--- src/hdl/escape_time_fractal_step_defines.svh ---
// Assertion macros for the escape-time fractal step
`ifndef ESCAPE_TIME_FRACTAL_STEP_DEFINES_SVH
`define ESCAPE_TIME_FRACTAL_STEP_DEFINES_SVH
// assert that a implies b in the next cycle
`define ETF_ASSERT_NEXT(label, clk, rst_n, a, b) \
  label: assert property (@(posedge clk) disable iff (!rst_n) (a) |=> (b)) \
    else $error("label failed");
// assert that a implies b in the same cycle
`define ETF_ASSERT_NOW(label, clk, rst_n, a, b) \
  label: assert property (@(posedge clk) disable iff (!rst_n) (a) |-> (b)) \
    else $error("label failed");
`endif

--- src/hdl/etf_pkg.sv ---
// Package: types, constants and saturating arithmetic for the fractal step
package etf_pkg;
  localparam int FracBits = 28;
  localparam int ValueWidth = 32;
  localparam int CountWidth = 16;
  localparam int ProdWidth = 2 * ValueWidth;
  localparam int AddrWidth = 4;

  typedef logic signed [ValueWidth-1:0] val_t;
  typedef logic [CountWidth-1:0] count_t;

  typedef enum logic [2:0] {
    FormMandel = 3'd0,
    FormCubic = 3'd1,
    FormQuartic = 3'd2,
    FormMandelbar = 3'd3,
    FormJulia = 3'd4,
    FormBuffalo = 3'd5,
    FormShip = 3'd6,
    FormBird = 3'd7
  } formula_e;

  localparam logic [AddrWidth-1:0] RegFormula = 4'h0;
  localparam logic [AddrWidth-1:0] RegScaleRe = 4'h4;
  localparam logic [AddrWidth-1:0] RegScaleIm = 4'h8;

  localparam val_t VMax = {1'b0, {(ValueWidth-1){1'b1}}};
  localparam val_t VMin = {1'b1, {(ValueWidth-1){1'b0}}};
  localparam val_t One = val_t'(64'sd1 <<< FracBits);

  function automatic val_t sat_wide(input logic signed [ValueWidth+1:0] w);
    if (w > $signed({{2{1'b0}}, VMax})) return VMax;
    if (w < $signed({{2{1'b1}}, VMin})) return VMin;
    return w[ValueWidth-1:0];
  endfunction

  function automatic val_t qadd(input val_t a, input val_t b);
    return sat_wide({{2{a[ValueWidth-1]}}, a} + {{2{b[ValueWidth-1]}}, b});
  endfunction

  function automatic val_t qsub(input val_t a, input val_t b);
    return sat_wide({{2{a[ValueWidth-1]}}, a} - {{2{b[ValueWidth-1]}}, b});
  endfunction

  function automatic val_t qneg(input val_t a);
    return (a == VMin) ? VMax : -a;
  endfunction

  function automatic val_t qabs(input val_t a);
    return a[ValueWidth-1] ? qneg(a) : a;
  endfunction

  // k*a saturates to the same bound as repeated saturating adds
  function automatic val_t qk(input val_t a, input logic [2:0] k);
    logic signed [ValueWidth+3:0] w;
    w = {{4{a[ValueWidth-1]}}, a} * $signed({2'b0, k});
    if (w > $signed({{4{1'b0}}, VMax})) return VMax;
    if (w < $signed({{4{1'b1}}, VMin})) return VMin;
    return w[ValueWidth-1:0];
  endfunction

  // floor of the product shifted down, saturated
  function automatic val_t qscale(input logic signed [ProdWidth-1:0] p);
    logic signed [ProdWidth-1:0] s;
    s = p >>> FracBits;
    if (s > $signed({{ValueWidth{1'b0}}, VMax})) return VMax;
    if (s < $signed({{ValueWidth{1'b1}}, VMin})) return VMin;
    return s[ValueWidth-1:0];
  endfunction
endpackage

--- src/hdl/etf_mul.sv ---
// Registered saturating Q-format multiplier: product then scale
module etf_mul (
  input  logic          clk_i,
  input  logic          en_i,
  input  etf_pkg::val_t a_i,
  input  etf_pkg::val_t b_i,
  output etf_pkg::val_t p_o
);
  import etf_pkg::*;
  logic signed [ProdWidth-1:0] prod_q;
  always_ff @(posedge clk_i) begin
    if (en_i) prod_q <= ProdWidth'(a_i) * ProdWidth'(b_i);
  end
  assign p_o = qscale(prod_q);
endmodule

--- config.mk ---
export PLATFORM = sky130hd
export DESIGN_NAME = etf_mul
export DESIGN_NICKNAME = d
export VERILOG_FILES = /design/src/hdl/escape_time_fractal_step_defines.svh /design/src/hdl/etf_pkg.sv /design/src/hdl/etf_mul.sv
export SDC_FILE = /design/constraint.sdc
export NUM_CORES = 2
export LEC_CHECK = 0
export BUFFER_PORTS_ARGS = -buffer_cell sky130_fd_sc_hd__buf_2
export CAP_MARGIN = 0
export CORE_ASPECT_RATIO = 2
export CORE_MARGIN = 2
export CORE_UTILIZATION = 50
export CTS_CLUSTER_SIZE = 14
export DETAILED_ROUTE_END_ITERATION = 12
export GPL_ROUTABILITY_DRIVEN = 1
export PLACE_DENSITY = 0.69
export SETUP_SLACK_MARGIN = 0.15
export SLEW_MARGIN = 20
export SYNTH_ARGS = -nofsm -noshare
export SYNTH_HDL_FRONTEND = slang
export SYNTH_SLANG_ARGS = --single-unit
--- constraint.sdc ---
create_clock -name clk_i -period 8 [get_ports clk_i]
set_input_delay 0.4 -clock clk_i [delete_from_list [all_inputs] [get_ports clk_i]]
set_output_delay 0.4 -clock clk_i [all_outputs]
set_load 0.005 [all_outputs]
==> impl_metrics.csv <==
group,metric,value,unit
yosys,netlist_instances,3923,
yosys,synth_top_area_share,58.05,%
route,post-route-drc-count,0,
floorplan,core,73920,um^2
yosys,synth_fp_nets,5250,
setup_path,path_delay_family,"adder cells",
sta,period_share,95.15,%
route,ant_nets,0,
yosys,syn-cell-area,37280,um^2
sta,slew_viol_final,0,
sta,layout_setup_ws,388.2,ps
yosys,ys_async_sr_fraction,0,%
yosys,ys_top_cells_by_area,"fa_1 58%, inv_1 10%, and2_1 8.8%",
min_path,holdPathStages,1,
setup_path,cpMostUsedCell,"fa_1",
min_path,hold_path_end,"prod_q[58]",
global_routing,grt_pass1_vias,31640,
layout,area_growth,7.343,%
floorplan,chipWidth,197.1,um
setup_path,worstPathMaxFanout,18,
setup_path,required,8100,ps
route,drtPass1Iterations,9,
route,num_vias,27380,
setup_path,end_kind,"flip-flop",
cts,cts_buffers,5,
setup_path,cpMaxStageDelayCell,"fa_1",
floorplan,io_pins,98,
sta,relSlewSlack,36.24,%
yosys,synth_top_area_cell,"fa_1",
yosys,synth.avg_cell_area,9.503,um^2
sta,rsz0062_at_grt,"true",
floorplan,initial_utilization,50.44,%
floorplan,die_h,390.2,um
yosys,synth_warnings,0,
global_routing,grt.total_usage,31.10,%
yosys,synth_seq_area_share,2.900,%
global_routing,grt_util_met2,59.38,%
cts,cts_sinks,36,
cts,path_clk_slew,60,ps
setup_path,cp_num_buf_inv,3,
cts,clock_path_buffers,2,
global_routing,antenna_found_initial,10,
min_path,min-delay-start,"en_i",
yosys,ys_seq_elements,36,
setup_path,max_stage_delay,630,ps
setup_path,cp.arrival,7710,ps
global_routing,grt_overflow,0,
setup_path,criticalPathCategory,"in -> reg",
layout,seq_area,1081,um^2
sta,finalHoldViolCount,0,
yosys,synth-edff-count,36,
cts,root_buffer,"clkbuf_16",
layout,largest_registers,"prod_q x36",
layout,regMostFlops,"prod_q",
sta,tightest_slew,954.1,ps
cts,htreeDepth,2,
run_status,status,"completed",
placed_design,port_buffers,97,
yosys,synthDistinctLibCells,57,
setup_path,critPathLaunchType,"input pin",
route,drt_iter0_markers,1491,
sta,layout_min_cycle_time,7612,ps
global_routing,top_usage_layer,"met2",
placed_design,place_congestion,0.9657,
placed_design,dp_slack,-241.0,ps
global_routing,use_met1,26.75,%
run,max-cap-violations,0,
setup_path,path_cells,"buf_2 > buf_12 > nand2_1 > fa_1 > inv_1 > fa_1 > fa_1 > fa_1 > fa_1 > fa_1 > fa_1 > fa_1 > ha_1 > nand4_1 > or2_2 > nor3_1 > o211ai_1 > a31o_2 > a21o_1 > nand4b_2 > nand2_1 > a311oi_2",
layout,final_cell_area,40020,um^2
layout,multi_input_area,31700,um^2
route,wl_per_cell,23.12,um
route,vias_per_cell,5.537,
layout,fill_cells,6726,
layout,fin_nets,5336,
global_routing,grt_max_degree,37,
global_routing,grt_util_met3,3.830,%
floorplan,die-area,76900,um^2
cts,cts_tree,"yes",
layout,drive_above_1_share,8.030,%
sta,max_freq,0.1314,GHz
yosys,ys.flop_type,"edfxtp_1",
layout,largest_register_ffs,36,
global_routing,grt_pass1_wl,175.1,mm
route,totalWireLength,114.4,mm
sta,setup_violations,0,
placed_design,dpl.hpwl,100.1,mm
placed_design,dpl-instance-area,39750,um^2
floorplan,num_rows,141,
min_path,hp-class,"in -> reg",
## synthesized netlist by cell type (2+ instances only)
library cell	n
fa_1	1081
inv_1	996
and2_1	523
nand2_1	509
clkbuf_1	207
ha_1	180
a21oi_1	58
edfxtp_1	36
o21a_1	35
o21ai_0	35
xnor2_1	35
nor2b_1	32
nor2_1	28
a21o_1	27
nand4_1	18
xor2_1	17
nand3_1	10
nor3_1	10
a211oi_1	9
o21bai_1	8
nand2b_1	7
a31oi_1	6
and3_1	6
o211ai_1	4
buf_2	3
a211o_1	2
a221oi_1	2
and4_1	2
and4b_1	2
buf_1	2
o211a_1	2
o221a_2	2
o22ai_1	2
o41ai_1	2
or2_2	2
or3_1	2
## final cells by class
type	instances	area share (%)
diodes	6	0.03752
clock buffers	5	0.3126
well taps	929	2.904
flip-flops and latches	36	2.701
inverters	996	9.351
clock inverters	3	0.1063
repair buffers	291	5.381
multi-input cells	2679	79.21
## placed cells by master, fill, tap and decap left out, drive strengths merged, types with 28 or more instances in the layout
cell / instances
fa: 1081
inv: 995
and2: 523
nand2: 509
buf: 283
ha: 180
a21oi: 59
o21ai: 37
edfxtp: 36
o21a: 35
xnor2: 35
nor2b: 32
nor2: 28
## metrics by stage
stage / setup TNS [ps] / std cells / utilization (%) / hold WS, ps
2_1_floorplan: 0 / 3923 / - / 512.5
3_3_place_gp: -327.9 / 4928 / 53.78 / 923.1
3_5_place_dp: -274.0 / 4928 / 53.78 / 921.8
4_1_cts: 0 / 4936 / 54.02 / 781.2
5_1_grt: 0 / 4941 / 54.13 / 814.2
6_report: 0 / 4945 / 54.14 / 764.4
## worst max-delay path by stage
stage | startpoint | end | cells after the start
after detailed placement | b_i[8] | prod_q[46] | 21
after CTS | b_i[8] | prod_q[46] | 21
after floorplan | a_i[31] | prod_q[60] | 27
after global routing | a_i[10] | prod_q[61] | 28
after global placement | b_i[8] | prod_q[46] | 21
final | a_i[15] | prod_q[63] | 22
## what timing repair did
action                                  in CTS  in global routing
setup buffers                                0                  3
resized for setup                            1                 16
endpoints found under the setup margin       1                 17
gates cloned                                 0                  0
hold buffers                                 0                  0
## logic make-up after synthesis
logic type	share of synthesized area, %
AO/OA/AOI/OAI	3.823
XOR/XNOR	1.222
buffers and inverters	12.17
adder cells (fa/ha/maj)	64.09
multiplexers	0.03020
flip-flops	2.900
AND/OR/NAND/NOR	15.77
## layer usage
metal	vias to the layer above	part of all wire, %
met5	-	0
met4	0	13
li1	11340	-
met2	1099	56
met3	616	4.8
met1	14320	26
Power is left out: the tool's default activity adds up to more than one toggle a clock period on the data nets, which glitch-free logic cannot reach.
